<file path="config.mk">
export PLATFORM = sky130hd
export DESIGN_NAME = mfps_result
export DESIGN_NICKNAME = d
export VERILOG_FILES = /design/src/mfps_pkg.sv /design/src/mfps_result.sv
export SDC_FILE = /design/constraint.sdc
export NUM_CORES = 1
export LEC_CHECK = 0
export BUFFER_PORTS_ARGS = -buffer_cell sky130_fd_sc_hd__buf_2
export CELL_PAD_IN_SITES_DETAIL_PLACEMENT = 0
export CELL_PAD_IN_SITES_GLOBAL_PLACEMENT = 1
export CORE_UTILIZATION = 35
export CTS_BUF_LIST = sky130_fd_sc_hd__clkbuf_8
export DETAILED_ROUTE_END_ITERATION = 8
export PLACE_DENSITY_LB_ADDON = 0.1
export SLEW_MARGIN = 20
export SYNTH_ARGS = -nofsm -noshare
export SYNTH_HDL_FRONTEND = slang
export SYNTH_SLANG_ARGS = --single-unit
export TNS_END_PERCENT = 50
</file>
<file path="constraint.sdc">
create_clock -name clk_i -period 2.2 [get_ports clk_i]
set_input_delay 0.22 -clock clk_i [delete_from_list [all_inputs] [get_ports clk_i]]
set_output_delay 0.22 -clock clk_i [all_outputs]
set_load 0.05 [all_outputs]
</file>
<file path="src/mfps_pkg.sv">
`timescale 1ns / 1ps
package mfps_pkg;

  localparam int MAX_COLS = 1024;
  localparam int COL_W    = $clog2(MAX_COLS);
  localparam int CNT_W    = $clog2(MAX_COLS + 1);
  localparam int COLS_W   = 11;
  localparam int VALUE_W  = 16;
  localparam int COST_W   = 32;
  localparam int PADDR_W  = 2;
  localparam int PDATA_W  = 32;

  localparam logic [PADDR_W-1:0] ADDR_COLUMNS = PADDR_W'(0);
  localparam logic [COLS_W-1:0]  COLUMNS_RST  = COLS_W'(MAX_COLS);

  localparam logic signed [COST_W-1:0] COST_MAX = {1'b0, {(COST_W-1){1'b1}}};
  localparam logic signed [COST_W-1:0] COST_MIN = {1'b1, {(COST_W-1){1'b0}}};

  // one beat as it travels down the chain; data holds the cell value until
  // the owning column has turned it into a cost
  typedef struct packed {
    logic              valid;
    logic              last;
    logic              row_end;
    logic              first_row;
    logic              use_left;
    logic              use_right;
    logic [COL_W-1:0]  col;
    logic [COST_W-1:0] data;
  } item_t;

endpackage

</file>
<file path="src/mfps_result.sv">
`timescale 1ns / 1ps
module mfps_result (
  input  logic                            clk_i,
  input  logic                            rst_ni,
  input  logic                            adv_i,
  input  mfps_pkg::item_t                 item_i,
  input  logic                            out_stall_i,
  output logic                            out_valid_o,
  output logic signed [mfps_pkg::COST_W-1:0] path_sum_o
);

  logic signed [mfps_pkg::COST_W-1:0] row_min_q, row_min_d;
  logic signed [mfps_pkg::COST_W-1:0] sum_q;
  logic signed [mfps_pkg::COST_W-1:0] run_min;
  logic                               out_valid_q;
  logic                               take;

  assign take    = adv_i && item_i.valid;
  assign run_min = ($signed(item_i.data) < row_min_q) ? $signed(item_i.data) : row_min_q;

  always_comb begin
    row_min_d = row_min_q;
    if (take) begin
      row_min_d = (item_i.last || item_i.row_end) ? mfps_pkg::COST_MAX : run_min;
    end
  end

  always_ff @(posedge clk_i or negedge rst_ni) begin
    if (!rst_ni) begin
      row_min_q   <= mfps_pkg::COST_MAX;
      out_valid_q <= 1'b0;
    end else begin
      row_min_q <= row_min_d;
      if (take && item_i.last) begin
        out_valid_q <= 1'b1;
      end else if (!out_stall_i) begin
        out_valid_q <= 1'b0;
      end
    end
  end

  always_ff @(posedge clk_i) begin
    if (take && item_i.last) begin
      sum_q <= run_min;
    end
  end

  assign out_valid_o = out_valid_q;
  assign path_sum_o  = sum_q;

endmodule

</file>
# Word level (Yosys, flattened, before mapping)

Index checks and enable logic that the tools add are counted.
W data, S select, Z words.

Memories: 0
Memory bits (writable): 0
Input port bits: 52
Register bits: 65
ROM bits: 0
Latch bits: 0
Word-level logic and storage cells: 12

Bitwise gates (word level): 0
Equality and inequality tests: 1
Add/sub/neg operators: 0
Order comparisons: 1
Multiply operators: 0
Multiplexer cells: 4
Div/mod/pow operators: 0
Reductions and logical operators: 3
Shifts and indexed selects: 0

Operator list:

| kind                 | number |
|---|---|
| $mux W32             | 2 |
| $lt A32 B32 Y1       | 1 |
| $logic_and A1 B1 Y1  | 2 |
| $mux W1              | 2 |
| $ne A2 B1 Y1 const B | 1 |
| $logic_or A1 B1 Y1   | 1 |

# Longest topological paths before layout

Depth after elaboration: 3
Depth in mapped cells: 11
Mapped depth without buffers: 8

# Least setup slack after synthesis

Ideal clock, no wire load.

Kind: flip-flop to flip-flop
Start: register row_min_q[14] in the netlist's numbering
End: register sum_q, in the netlist path_sum_o[31], data pin
Stages on the path, launching flop included: 11
Required time: 1935 ps
Data arrival time: 2177 ps
Path buffers: 2
Path slack: -242 ps
Setup time: 265 ps
Path through: dfstp_2 inv_1 ha_1 a21oi_1 nand2_1 a221o_1 o31a_1 buf_6 buf_6 o21ai_1 o31ai_1

Word-level cells in the longest chain between the ends: 2

RTL lines:

| item                     | line              | source |
|---|---|---|
| start: declaration       | mfps_result.sv:12 | `logic signed [mfps_pkg::COST_W-1:0] row_min_q, row_min_d;` |
| start signal: assignment | mfps_result.sv:30 | `row_min_q <= mfps_pkg::COST_MAX;` |
| start signal: assignment | mfps_result.sv:33 | `row_min_q <= row_min_d;` |
| $lt A32 B32 Y1           | mfps_result.sv:19 | `assign run_min = ($signed(item_i.data) < row_min_q) ? $signed(item_i.data) : row_min_q;` |
| $mux W32                 | mfps_result.sv:19 |  |
| net run_min (one bit)    | mfps_result.sv:14 | `logic signed [mfps_pkg::COST_W-1:0] run_min;` |
| end signal: assignment   | mfps_result.sv:44 | `sum_q <= run_min;` |
| end: declaration         | mfps_result.sv:13 | `logic signed [mfps_pkg::COST_W-1:0] sum_q;` |

The timed path passes the listed nets, and every way through them passes these cells.
A chain may end at the register's enable or synchronous reset.

# Worst setup path after layout

Start: register row_min_q[15] in the netlist's numbering
End: register sum_q, in the netlist path_sum_o[19], data pin

The elaborated chain is that of the path after synthesis.

==> metrics.txt <==
Cells after DPL=734; TritonCTS Buffers=9; unrepaired setup endpoints after global routing=true; Final WS setup=-390 ps; post-synthesis instance total=443; Synth top cells by count=63 x inv_1, 63 x nor3_1, 32 x edfxtp_1; Overflow after GRT=0; Worst-path clk slew=80 ps; relative slew slack=65.1%; post-detailed-route count of antenna-violating nets=0; First DRT Iteration DRCs=200; initial core utilization=36.1%; status=finished with violations; ant diodes=0; max-cap viol count=0; Top-Level Pins=85; Peak Freq=0.386 GHz; CP Class=reg2reg; TritonRoute pass-1 iters=4; Hold Path Class=in2reg; CP required=2320 ps; Worst Setup Start Kind=flop; Max VDD drop=0.000309 V; Yosys top cell area share=20.9%; Cell Pwr Density=708 nW/um^2; Crit. End Element=flop; Core Region=12700 um^2; YS warnings=0; Clock Power Share=19.8%; DP Wirelength=9250 um; ratio of cells with drive above 1 in the final layout=50.9%; gr usage total=21.0%; IO buf count=71; H-Tree Depth=3; crit path time final=2590 ps; DRC errors left=0; sequential fraction of the synthesis area=39.8%; Sequential Area=1830 um^2; syn_nets=526; critical-path maximum fanout=7; area added between synthesis and finish=38.4%; FF-to-FF path depth=9; count of unique library cells instantiated by Yosys=45; number of global-route vias before repair=3945; Multi-input gate area=2710 um^2; Root Driver=clkbuf_8; Skew-Pair Late Insertion Delay=370 ps; Setup-failing EPs final=64; worst hold stages=2; Slew Viols, Final=0; total power draw=4.50 mW; Slew @ Worst Pin=524 ps; sw power=1.63 mW; clk buf depth=2; initial antenna violation count=0; Post-Layout Cell Count=757; Clock Skew=5.09 ps; Setup Total Neg Slack=-20410 ps; Area contributors post-synth=edfxtp_1 21%, dfstp_2 18%, ha_1 8.4%; CTS tree=built; CTS sink cnt=65; gpl congestion=0.756; Hold Fails Final Rpt=0; site row count=41; register bit total from synthesis=65; Die W=117 um; Pleak=2.74 nW; number of synthesized flops with an enable pin=32; fin nets=663; post-synth top area cell=edfxtp_1; first-pass GRT wire length=21200 um; vias per inst=5.26; die area=13600 um^2; DR WL/cell=17.9 um; Mean Syn Cell Area=10.4 um^2; Arr. time, crit path=2710 ps; Gate power share=43.9%; P_int=2.87 mW; FILL cells=1200; vias=3980; Die Span Y=117 um; failing checks=negative setup slack; largest net degree at the start of global routing=34; final period utilization=118%; ys async rst share=50.8%; Min Hold Slack=55.4 ps; final core utilization=50.0%; Syn Std Cell Area=4590 um^2; top_reg_cell synth=edfxtp_1; Net Sw Frac=36.2%; Post-Route WL=13600 um; sequential share of power=36.3%
-- final timing paths --
check | startpoint | slack, ps | endpoint
hold reg to reg | out_valid_o | 490 | out_valid_o
hold / removal | out_stall_i | 60 | out_valid_o
setup reg to reg | row_min_q[15] | -390 | path_sum_o[19]
max in group asynchronous | rst_ni | 1230 | row_min_q[11]
min in group asynchronous | rst_ni | 340 | row_min_q[31]
setup / recovery | row_min_q[15] | -390 | path_sum_o[19]
-- per-stage QoR --
step | worst slack [ps] | instance area, um^2
after floorplan | -121 | 4850
after global placement | -459 | 5890
after detailed placement | -492 | 5890
after CTS | -365 | 6200
after global routing | -444 | 6350
final | -390 | 6350
-- area by class of cell --
| class | instances | area share (%) |
|---|---|---|
| Sequential cell | 65 | 28.7 |
| Tap cell | 172 | 3.39 |
| Timing Repair Buffer | 162 | 19.1 |
| Clock inverter | 7 | 0.453 |
| Inverter | 64 | 3.78 |
| Multi-Input combinational cell | 278 | 42.6 |
| Clock buffer | 9 | 1.95 |
-- timing repair --
action                                  in CTS  in global routing
endpoints found under the setup margin      64                 64
hold endpoints to repair                     1                  0
pin swaps                                   12                  9
hold buffers                                 1                  0
buffers inserted                             2                  1
cloned                                       1                  2
gates resized for setup                     19                 28
-- per-layer routing --
metal	GRT usage [%]	vias to the layer above	wire length (um)
met2	34.4	75	6580
met4	8.46	0	162
met3	2.70	10	470
met1	28.0	1948	6360
met5	0	-	0
li1	-	1947	-
-- power groups by stage --
stage	registers, mW	clock network, mW	logic, mW
floorplan	1.80	0	0.926
global placement	1.65	0	1.77
detailed placement	1.65	0	1.80
CTS	1.63	0.915	1.92
global route	1.66	0.955	2.15
finish	1.64	0.892	1.97
-- flip-flops by register name, summed over array words and instances, names as in the netlist --
register and flops:
path_sum_o 32, row_min_q 32, out_valid_o 1
-- placed cells by master (no fill, tap or decap), drive strengths merged, types with 3 or more instances in the layout --
cell and count:
nand4 3, o21ai 3, nand2 8, inv 65, clkbuf 10, a21oi 10, nor3 63, a211oi 32
nor2 3, a21o 3, o2bb2ai 31, a22o 31, dfstp 31, ha 31, mux2i 30, edfxtp 32
nand3 6, clkinv 6, buf 159, and2 3
-- cells by family (layout without fill, tap and decap cells) --
kind of cell | count (synthesis) | after routing | synth area share (%)
AOI/OAI and AO/OA | 122 | 122 | 24.6
adders and majority gates | 31 | 31 | 8.45
buffers and inverters | 100 | 242 | 9.46
DFF | 65 | 65 | 39.8
muxes | 31 | 31 | 6.79
and+or+nand+nor | 94 | 94 | 11.0
-- critical path, stage by stage, from the launching register on --
cell,delay (ps)
dfstp_2,540
inv_2,50
ha_4,220
and4_4,210
a221o_1,380
o31ai_4,320
nand3_4,120
buf_12,160
buf_12,140
mux2i_4,180
No activity file was read; power rests on OpenSTA's default activity.
