$ cat config.mk
export PLATFORM = sky130hd
export DESIGN_NAME = mfps_regs
export DESIGN_NICKNAME = d
export VERILOG_FILES = /design/src/mfps_pkg.sv /design/src/mfps_regs.sv
export SDC_FILE = /design/constraint.sdc
export NUM_CORES = 1
export LEC_CHECK = 0
export BUFFER_PORTS_ARGS = -buffer_cell sky130_fd_sc_hd__buf_4
export CORE_MARGIN = 1
export CORE_UTILIZATION = 31
export DETAILED_ROUTE_END_ITERATION = 8
export GPL_ROUTABILITY_DRIVEN = 0
export GPL_TIMING_DRIVEN = 0
export HOLD_SLACK_MARGIN = 0.15
export PLACE_DENSITY = 0.79
export SLEW_MARGIN = 30
export SYNTH_ARGS = -nofsm -noshare
export SYNTH_HDL_FRONTEND = slang
export SYNTH_SLANG_ARGS = --single-unit
$ cat constraint.sdc
create_clock -name clk_i -period 1.2 [get_ports clk_i]
set_clock_uncertainty 0.05 [all_clocks]
set_input_delay 0.18 -clock clk_i [delete_from_list [all_inputs] [get_ports clk_i]]
set_output_delay 0.18 -clock clk_i [all_outputs]
set_load 0.03 [all_outputs]
$ cat src/mfps_pkg.sv
`timescale 1ns / 1ps
package mfps_pkg;

  localparam int MAX_COLS = 1024;
  localparam int COL_W    = $clog2(MAX_COLS);
  localparam int CNT_W    = $clog2(MAX_COLS + 1);
  localparam int COLS_W   = 11;
  localparam int VALUE_W  = 16;
  localparam int COST_W   = 32;
  localparam int PADDR_W  = 2;
  localparam int PDATA_W  = 32;

  localparam logic [PADDR_W-1:0] ADDR_COLUMNS = PADDR_W'(0);
  localparam logic [COLS_W-1:0]  COLUMNS_RST  = COLS_W'(MAX_COLS);

  localparam logic signed [COST_W-1:0] COST_MAX = {1'b0, {(COST_W-1){1'b1}}};
  localparam logic signed [COST_W-1:0] COST_MIN = {1'b1, {(COST_W-1){1'b0}}};

  // one beat as it travels down the chain; data holds the cell value until
  // the owning column has turned it into a cost
  typedef struct packed {
    logic              valid;
    logic              last;
    logic              row_end;
    logic              first_row;
    logic              use_left;
    logic              use_right;
    logic [COL_W-1:0]  col;
    logic [COST_W-1:0] data;
  } item_t;

endpackage

$ cat src/mfps_regs.sv
`timescale 1ns / 1ps
module mfps_regs (
  input  logic                          clk_i,
  input  logic                          rst_ni,
  input  logic                          psel,
  input  logic                          penable,
  input  logic                          pwrite,
  input  logic [mfps_pkg::PADDR_W-1:0]  paddr,
  input  logic [mfps_pkg::PDATA_W-1:0]  pwdata,
  output logic [mfps_pkg::PDATA_W-1:0]  prdata,
  output logic                          pready,
  output logic [mfps_pkg::CNT_W-1:0]    row_len_o
);

  logic [mfps_pkg::COLS_W-1:0] columns_q;
  logic                        columns_ok;

  always_ff @(posedge clk_i or negedge rst_ni) begin
    if (!rst_ni) begin
      columns_q <= mfps_pkg::COLUMNS_RST;
    end else if (psel && penable && pwrite && (paddr == mfps_pkg::ADDR_COLUMNS)) begin
      columns_q <= pwdata[mfps_pkg::COLS_W-1:0];
    end
  end

  always_comb begin
    unique case (paddr)
      mfps_pkg::ADDR_COLUMNS: prdata = mfps_pkg::PDATA_W'(columns_q);
      default:                prdata = '0;
    endcase
  end

  assign pready = 1'b1;

  // zero or anything above the chain length means a full-width row
  assign columns_ok = (columns_q != '0) && (32'(columns_q) <= mfps_pkg::MAX_COLS);
  assign row_len_o  = columns_ok ? mfps_pkg::CNT_W'(columns_q)
                                 : mfps_pkg::CNT_W'(mfps_pkg::MAX_COLS);

endmodule

-- After elaboration in Yosys (flattened, before gate mapping)
Index checks and enable logic that the tools add are counted.
- input port bits: 39
- register bits after elaboration: 11
- mux-type cells: 2
- magnitude comparators: 1
- reduce and logical (&&, ||, !) cells: 6
- operators by type and width (cell ; number):
    $mux W11 ; 2
    $le A11 B11 Y1 const B ; 1
    $reduce_bool A11 Y1 ; 1
    $logic_and A1 B1 Y1 ; 4
    $logic_not A2 Y1 ; 1

-- Logic depth before layout (Yosys ltp)
Gate-level depths: netlist (run 1).
- depth in word-level cells: 3
- depth in mapped cells: 4
- gate-level depth less buffers: 3

-- Least setup slack after synthesis (run 1)
Ideal clock, no wire load.
- kind: register to output
- start point: register columns_q[10] (netlist bit)
- end point: output prdata[10] (netlist bit)
- slack: -0.102 ns
- data arrival time: 1.072 ns
- cell stages (with the launch flop): 3
- path through: dfstp_2 clkbuf_1 and2_2
- cells in the longest elaborated chain, start to end: 1
- ends and longest elaborated chain (element ; line ; source):
    start, declared ; mfps_regs.sv:15 ; logic [mfps_pkg::COLS_W-1:0] columns_q;
    start signal, assigned ; mfps_regs.sv:20 ; columns_q <= mfps_pkg::COLUMNS_RST;
    start signal, assigned ; mfps_regs.sv:22 ; columns_q <= pwdata[mfps_pkg::COLS_W-1:0];
    $mux W11 ; mfps_regs.sv:27 ; unique case (paddr)
    end, declared ; mfps_regs.sv:10 ; output logic [mfps_pkg::PDATA_W-1:0] prdata,
No other way between the ends.

-- Worst setup path in the final report (run 1)
- start point: register columns_q[4] (netlist bit)
- end point: output row_len_o[10] (netlist bit)
- cells in the longest elaborated chain, start to end: 3
- ends and longest elaborated chain (element ; line ; source):
    $le A11 B11 Y1 or $reduce_bool A11 Y1 (tied branches) ; mfps_regs.sv:36 ; assign columns_ok = (columns_q != '0) && (32'(columns_q) <= mfps_pkg::MAX_COLS);
    $logic_and A1 B1 Y1 (*) ; mfps_regs.sv:36 ;
    $mux W11 (*) ; mfps_regs.sv:37 ; assign row_len_o = columns_ok ? mfps_pkg::CNT_W'(columns_q)
    end, declared ; mfps_regs.sv:12 ; output logic [mfps_pkg::CNT_W-1:0] row_len_o
Every way passes the cells marked *; elsewhere a longest branch is shown, timed or not.

==> impl_metrics.yaml, run 1 <==
setup_path:
  path_class: "reg2out"
  cp_data_arrival_time_ns: 1.29
  cp-start-kind: "register"
  r2r_slack_ns: 0.12
  critPathMaxFanout: 2
  slowest_stage: "dfrtp_1"
  path_cells: "nor4_2 > a31o_2 > buf_6"
  max_stage_delay_ns: 0.40
  endpoint_kind: "output pin"
  cp.required_ns: 0.97
routing:
  wl_met1_microns: 1030
  drtPass1Iterations: 4
  post_drt_wl_per_cell_microns: 13.1
  ant_nets: 0
  totalWireLength_microns: 2510
  vias: 772
  route.met2.wl_microns: 1290
  viasPerCell: 4.02
  top_layer_used: "met3"
  dr_wl_met3_microns: 191
  drtIter0Drc: 14
  drc_errors: 0
timing:
  fin_crit_sh: 1.27
  setup_slack_ns: -0.321
  timing.final.hold_violations: 0
  fin_crit_ns: 1.52
  setup_viol: 17
  timing.final.max_slew_violations: 0
  max_freq_mhz: 658
  rsz0062_at_grt: "yes"
  hold-worst-slack_ns: 0.238
finish:
  n_antenna_cell: 0
  largestRegisters: "columns_q x11"
  postLayoutCellArea_sq_um: 1630
  drive_gt1_frac: 0.691
  multi_input_area_sq_um: 497
  seqCellArea_sq_um: 278
  final_nets: 202
  n_fill_cell: 167
  largest_register_ffs: 11
  largest-register: "columns_q"
  syn2layout_area_growth_pct: 102
clock_tree:
  cts.sinks: 11
  cts_max_path_buffers: 2
  cts_tree: "done"
  clock_latency_ns: 0.26
  clkTransAtPathRegs_ns: 0.07
  clockRootBuffer: "clkbuf_4"
  numCtsBuffers: 3
  htreeDepth: 1
placement:
  numPortBuffers: 39
  hpwl_microns: 1310
  place_area_sq_um: 1210
global_route:
  antenna_found_initial: 0
  grt-ovfl-total: 0
  grt_usage: 0.181
  grt_max_degree: 12
  grt_pass1_vias: 738
  grt_pass1_wl_microns: 3560
yosys:
  yosys_warnings: 0
  ys_ff_latch: 11
  synthCells: 76
  ys_types: 16
  ys_seq_area_frac: 0.343
  postSynthAreaPerCell_sq_um: 10.6
  synthesis.area_sq_um: 806
floorplanning:
  die_y_microns: 53.0
  dieWidth_microns: 53.0
  initial_core_util: 0.325
  coreArea_sq_um: 2480
  dieArea_sq_um: 2810
  fp-row-count: 18
  pin_count: 83
power_and_ir_drop:
  power_density_nw_per_um2: 1320
  swShare: 0.395
  p_sw_uw: 849
  internal_power_uw: 1300
  power.leakage_uw: 0.000891
  clkPwrFrac: 0.118
  pwr-share-comb: 0.618
  p_seq_frac: 0.264
  max-vdd-ir-drop_mv: 0.955
job:
  max_cap_violations: 0
min_path:
  hold_class: "in2async"
status:
  status: "finished, violations left"
  violations: "setup timing"
cell usage in the layout (no fill, tap or decap), types with 3 or more instances in the layout:
cell / n
buf_4: 49
buf_6: 24
conb_1: 22
dlygate4sd3_1: 12
and2_4: 11
mux2_4: 10
dfrtp_1: 9
nor2b_1: 5
nor2b_4: 5
clkbuf_4: 3
layout make-up:
| class | instances | area share |
|---|---|---|
| clock buffers | 4 | 0.0162 |
| flip-flops and latches | 11 | 0.171 |
| multi-input cells | 60 | 0.305 |
| repair buffers | 62 | 0.360 |
| plain buffers | 25 | 0.125 |
| well taps | 30 | 0.0231 |
power groups by stage:
stage	sequential (uW)	combinational, uW	clock [uW]
5_1_grt	576	1400	283
3_5_place_dp	559	902	0
2_1_floorplan	526	643	0
4_1_cts	563	1100	262
3_3_place_gp	551	891	0
6_report	568	1330	253
worst max-delay path, delay by kind of cell (launching register included):
family                 cells  cell delay [ns]
AO/OA/AOI/OAI              1             0.20
buffers and inverters      1             0.13
flip-flops                 1             0.40
AND/OR/NAND/NOR            1             0.30
final timing paths:
kind	cells after the start	from	to
max in group asynchronous	2	rst_ni	columns_q[10]
setup reg to reg	3	columns_q[5]	columns_q[5]
hold / removal	2	rst_ni	columns_q[1]
min in group clk_i	3	penable	columns_q[3]
setup / recovery	3	columns_q[4]	row_len_o[10]
hold reg to reg	1	columns_q[6]	columns_q[6]
kinds of logic (layout without fill, tap and decap cells):
kind of cell / after synthesis / after routing / synth area share
simple gates: 26 / 26 / 0.208
buf+inv: 25 / 91 / 0.228
mux: 11 / 11 / 0.200
flops: 11 / 11 / 0.343
other cells: 2 / 22 / 0.00932
compound gates: 1 / 1 / 0.0109
repair_timing:
item	4_1_cts	5_1_grt
hold buffers	12	0
setup endpoints to repair	22	22
endpoints found under the hold margin	22	0
resized for setup	32	23
cloned	1	0
pin swaps	2	0
setup buffers	3	8
Yosys cell counts (all sizes together):
master	number	area, sq um
buf	23	176
and2	11	70.1
mux2	11	161
dfrtp	10	250
nor2b	10	62.6
clkbuf	2	7.51
conb	2	7.51
nor2	2	10.0
nor4	2	12.5
a31o	1	8.76
dfstp	1	26.3
nand4	1	12.5
metal layers:
metal / global-route usage / vias to the layer above
met5: 0 / -
met4: 0.0746 / 0
met1: 0.218 / 349
li1: - / 373
met3: 0.0287 / 0
met2: 0.314 / 50
metrics by stage:
step | setup WS [ns] | TNS [ns] | util | cells | power [uW]
6_report | -0.321 | -3.20 | 0.657 | 192 | 2150
3_5_place_dp | -0.152 | -2.44 | 0.490 | 165 | 1460
2_1_floorplan | -0.00324 | -0.0227 | - | 96 | 1170
5_1_grt | -0.370 | -3.95 | 0.657 | 192 | 2260
4_1_cts | -0.326 | -3.17 | 0.607 | 185 | 1920
3_3_place_gp | -0.131 | -1.96 | 0.490 | 165 | 1440
Power figures use the tool's default switching activity.
==> run 2, diff against run 1 <==
- CORE_MARGIN: 1 -> 2
- SKIP_CTS_REPAIR_TIMING: default -> 1
==> run 2 against run 1 <==
  * The flow still finishes with violations (setup timing)
  * Global-route usage down 4.6 points
  * Setup slack worse by 0.024 ns
  * Sequential share of layout area up 1.0 points
  * Final cell count down 3.1%
  * Count of clock-buffer cells in the layout unchanged
  * Non-clock buffer count down 6
  * Register-to-register slack about the same
  * Combinational power down 14%
  * Via count down 0.26%
  * Power down 7.3%
  * Wire length down 7.7%
  * Die area up 7.7%
  * Critical endpoint unchanged
==> impl_metrics.yaml, run 2 (synthesized netlist as in run 1, its figures left out) <==
placement:
  dp_cells: 165
  numPortBuffers: 39
  hpwl_microns: 1440
setup_path:
  crit_start: "columns_q[4]"
  critPathBufInv: 1
  path_class: "reg2out"
  cp_data_arrival_time_ns: 1.32
  endpoint_kind: "output pin"
  rr_worst_depth: 3
  r2r_slack_ns: 0.11
  slowest_stage: "dfrtp_1"
  crit_family: "flip-flops"
  critPathMaxFanout: 4
  r2r-start: "columns_q[10]"
  cp_num_cells: 3
  cp-start-kind: "register"
  cp.required_ns: 0.97
  path_cells: "nor4_2 > a31o_2 > buf_6"
  max_stage_delay_ns: 0.44
timing:
  timing.final.hold_violations: 0
  fin_crit_ns: 1.55
  rsz0062_at_grt: "yes"
  max_freq_mhz: 647
  setup_viol: 22
  fin_crit_sh: 1.29
  setup_slack_ns: -0.345
  timing.final.max_slew_violations: 0
floorplanning:
  dieArea_sq_um: 3020
  coreArea_sq_um: 2480
  initial_core_util: 0.325
  pin_count: 83
  dieWidth_microns: 55.0
  fp-row-count: 18
  die_y_microns: 55.0
global_route:
  grt_usage: 0.135
  grt-ovfl-total: 0
  grt_max_degree: 12
  grt_pass1_vias: 651
  grt_pass1_wl_microns: 2840
  antenna_found_initial: 0
job:
  max_cap_violations: 0
power_and_ir_drop:
  max-vdd-ir-drop_mv: 1.15
  power.leakage_uw: 0.000841
  power_density_nw_per_um2: 1310
routing:
  totalWireLength_microns: 2320
  drc_errors: 0
  post_drt_wl_per_cell_microns: 12.5
  drtPass1Iterations: 4
  ant_nets: 0
  drtIter0Drc: 5
  viasPerCell: 4.14
  vias: 770
finish:
  n_antenna_cell: 0
  final_nets: 196
  largestRegisters: "columns_q x11"
  layout.cells.most_common: "buf_4"
  seqCellArea_sq_um: 277
  syn2layout_area_growth_pct: 89.4
  largest_register_ffs: 11
  final_cell_mix: "50 x buf_4, 22 x conb_1, 19 x buf_6, 12 x dlygate4sd3_1"
  drive_gt1_frac: 0.647
  finalNonFillerCells: 186
  fin_util: 0.616
  multi_input_area_sq_um: 477
  n_fill_cell: 178
  largest-register: "columns_q"
status:
  status: "finished, violations left"
  violations: "setup timing"
clock_tree:
  cts_tree: "done"
  clkTransAtPathRegs_ns: 0.07
  cts_max_path_buffers: 2
  htreeDepth: 1
  clock_latency_ns: 0.28
  numCtsBuffers: 3
  cts.sinks: 11
  clockRootBuffer: "clkbuf_4"
min_path:
  hold_class: "in2async"
run 2: worst register-to-register path, stage by stage, from the launching register on:
cell and delay [ns]:
dfstp_2 0.60, buf_6 0.15, buf_4 0.10, mux2_4 0.13
run 2: layer usage:
| layer | global-route usage | wire [microns] | share of wire | up-vias |
|---|---|---|---|---|
| li1 | - | - | - | 358 |
| met1 | 0.141 | 831 | 0.36 | 348 |
| met2 | 0.250 | 1240 | 0.54 | 58 |
| met3 | 0.0296 | 199 | 0.086 | 6 |
| met4 | 0.0691 | 43 | 0.019 | 0 |
| met5 | 0 | 0 | 0 | - |
run 2: cell type report:
| type | count | share of cell area |
|---|---|---|
| Buffer | 25 | 0.128 |
| Multi-Input combinational cell | 60 | 0.312 |
| Tap cell | 30 | 0.0246 |
| Clock buffer | 4 | 0.0172 |
| Timing Repair Buffer | 56 | 0.337 |
| Sequential cell | 11 | 0.181 |
run 2: power by group:
group / switching [uW] / leakage, uW / internal [uW]
clock network: 133 / 0.0000150 / 129
logic: 552 / 0.000693 / 593
registers: 122 / 0.000133 / 464
total: 807 / 0.000841 / 1190
run 2: path summary, 6_finish.rpt:
path	endpoint
min in group clk_i	columns_q[3]
min	columns_q[7]
max	row_len_o[10]
min reg2reg	columns_q[7]
max reg2reg	columns_q[10]
max in group asynchronous	columns_q[10]
run 2: metrics by stage:
stage	instance area, sq um	power, uW	setup slack [ns]	hold WS, ns	setup TNS, ns
floorplan	883	1170	-0.00324	-0.166	-0.0227
global placement	1210	1440	-0.130	-0.0330	-1.96
detailed placement	1210	1460	-0.146	-0.0306	-2.45
CTS	1240	1720	-0.437	-0.328	-4.98
global route	1530	2090	-0.404	0.226	-4.24
finish	1530	1990	-0.345	0.209	-3.53
==> run 3, diff against run 2 <==
- REMOVE_ABC_BUFFERS: default -> 1
==> run 3 against run 2 <==
  * The run still ends with setup timing left
  * Cell area decreased by 12%
  * Register-to-register slack better by 0.06 ns
  * Final cell count is 12% lower
  * Die area is the same
  * Sequential power shrank 6.3%
  * Power down 4.9%
  * Global-route usage is 1.8 points lower
  * Setup slack better by 0.038 ns
  * Highest routed layer is now met3
==> impl_metrics.yaml, run 3 (synthesized netlist as in run 1, its figures left out) <==
routing:
  drc_errors: 0
  viasPerCell: 4.07
  vias: 667
  ant_nets: 0
  post_drt_wl_per_cell_microns: 11.8
  drtIter0Drc: 7
  totalWireLength_microns: 1940
  drtPass1Iterations: 4
job:
  max_cap_violations: 0
clock_tree:
  cts_max_path_buffers: 2
  cts.sinks: 11
  htreeDepth: 1
  clockRootBuffer: "clkbuf_4"
  numCtsBuffers: 3
  clock_latency_ns: 0.28
  clkTransAtPathRegs_ns: 0.09
  cts_tree: "done"
power_and_ir_drop:
  clkPwrFrac: 0.141
  p_seq_frac: 0.290
  max-vdd-ir-drop_mv: 0.799
  p_sw_uw: 771
  power_density_nw_per_um2: 1400
  internal_power_uw: 1120
  power.leakage_uw: 0.000704
  swShare: 0.407
  pwr-share-comb: 0.569
setup_path:
  path_class: "reg2out"
  rr_worst_depth: 3
  cp_data_arrival_time_ns: 1.28
  crit_start: "columns_q[2]"
  critPathMaxFanout: 2
  r2r-start: "columns_q[10]"
  cp-start-kind: "register"
  cp.required_ns: 0.97
  endpoint_kind: "output pin"
finish:
  final_cell_mix: "29 x buf_4, 22 x conb_1, 18 x buf_6, 12 x dlygate4sd3_1"
  n_fill_cell: 234
  finalNonFillerCells: 164
  final_nets: 174
  layout.cells.most_common: "buf_4"
  drive_gt1_frac: 0.552
  postLayoutCellArea_sq_um: 1350
  largestRegisters: "columns_q x11"
  largest-register: "columns_q"
  n_antenna_cell: 0
  fin_util: 0.544
  syn2layout_area_growth_pct: 67.4
  largest_register_ffs: 11
timing:
  timing.final.hold_violations: 0
  fin_crit_sh: 1.26
  timing.final.max_slew_violations: 0
  setup_viol: 17
  max_freq_mhz: 663
  setup_slack_ns: -0.307
  hold-worst-slack_ns: 0.222
  rsz0062_at_grt: "yes"
  fin_crit_ns: 1.51
global_route:
  grt_usage: 0.116
  grt-ovfl-total: 0
  grt_pass1_wl_microns: 2420
  antenna_found_initial: 0
  grt_pass1_vias: 544
  grt_max_degree: 14
placement:
  place_area_sq_um: 1030
  dp_cells: 140
  pre_cts_ws_ns: -0.604
  hpwl_microns: 1330
  numPortBuffers: 39
floorplanning:
  die_y_microns: 55.0
  pin_count: 83
  initial_core_util: 0.325
  coreArea_sq_um: 2480
  dieArea_sq_um: 3020
  dieWidth_microns: 55.0
  fp-row-count: 18
status:
  violations: "setup timing"
  status: "finished, violations left"
min_path:
  hold_class: "in2async"
## run 3: changes by cell type in the layout (fill, tap and decap cells not counted), sizes merged
| cell | change |
|---|---|
| buf | -22 |
## run 3: through the flow
step | power, uW | TNS [ns]
after floorplan | 1100 | -1.81
after global placement | 1370 | -5.88
after detailed placement | 1390 | -6.86
after CTS | 1650 | -6.56
after global routing | 2020 | -3.91
final | 1890 | -2.73
## run 3: power groups by stage
stage               combinational (uW)  sequential, uW  clock, uW
global route                      1150             564        301
floorplan                          563             539          0
global placement                   806             564          0
finish                            1080             549        267
CTS                                819             571        265
detailed placement                 817             577          0
## run 3: final timing paths
kind,endpoint,slack [ns]
worst max-delay path,row_len_o[10],-0.31
worst min-delay path,columns_q[0],0.22
worst max register to register,columns_q[10],0.17
worst min register to register,columns_q[7],0.51
max in group asynchronous,columns_q[10],0.64
min in group clk_i,columns_q[5],0.38
## run 3: area by class of cell
cell class / instances / area, sq um / area share
flip-flops and latches: 11 / 277 / 0.205
well taps: 30 / 37.5 / 0.0278
multi-input cells: 60 / 468 / 0.347
repair buffers: 59 / 541 / 0.401
clock buffers: 4 / 26.3 / 0.0195
## run 3: critical path, cell delays in order (launching register included)
cell and delay (ns):
dfrtp_1 0.40, nor4_2 0.29, a31o_2 0.20, buf_6 0.13
## run 3: routing by layer
layer,up-vias,track usage,share of wire
li1,316,-,-
met4,0,0.0366,0
met5,-,0,0
met1,316,0.122,0.38
met2,35,0.216,0.54
met3,0,0.0403,0.071
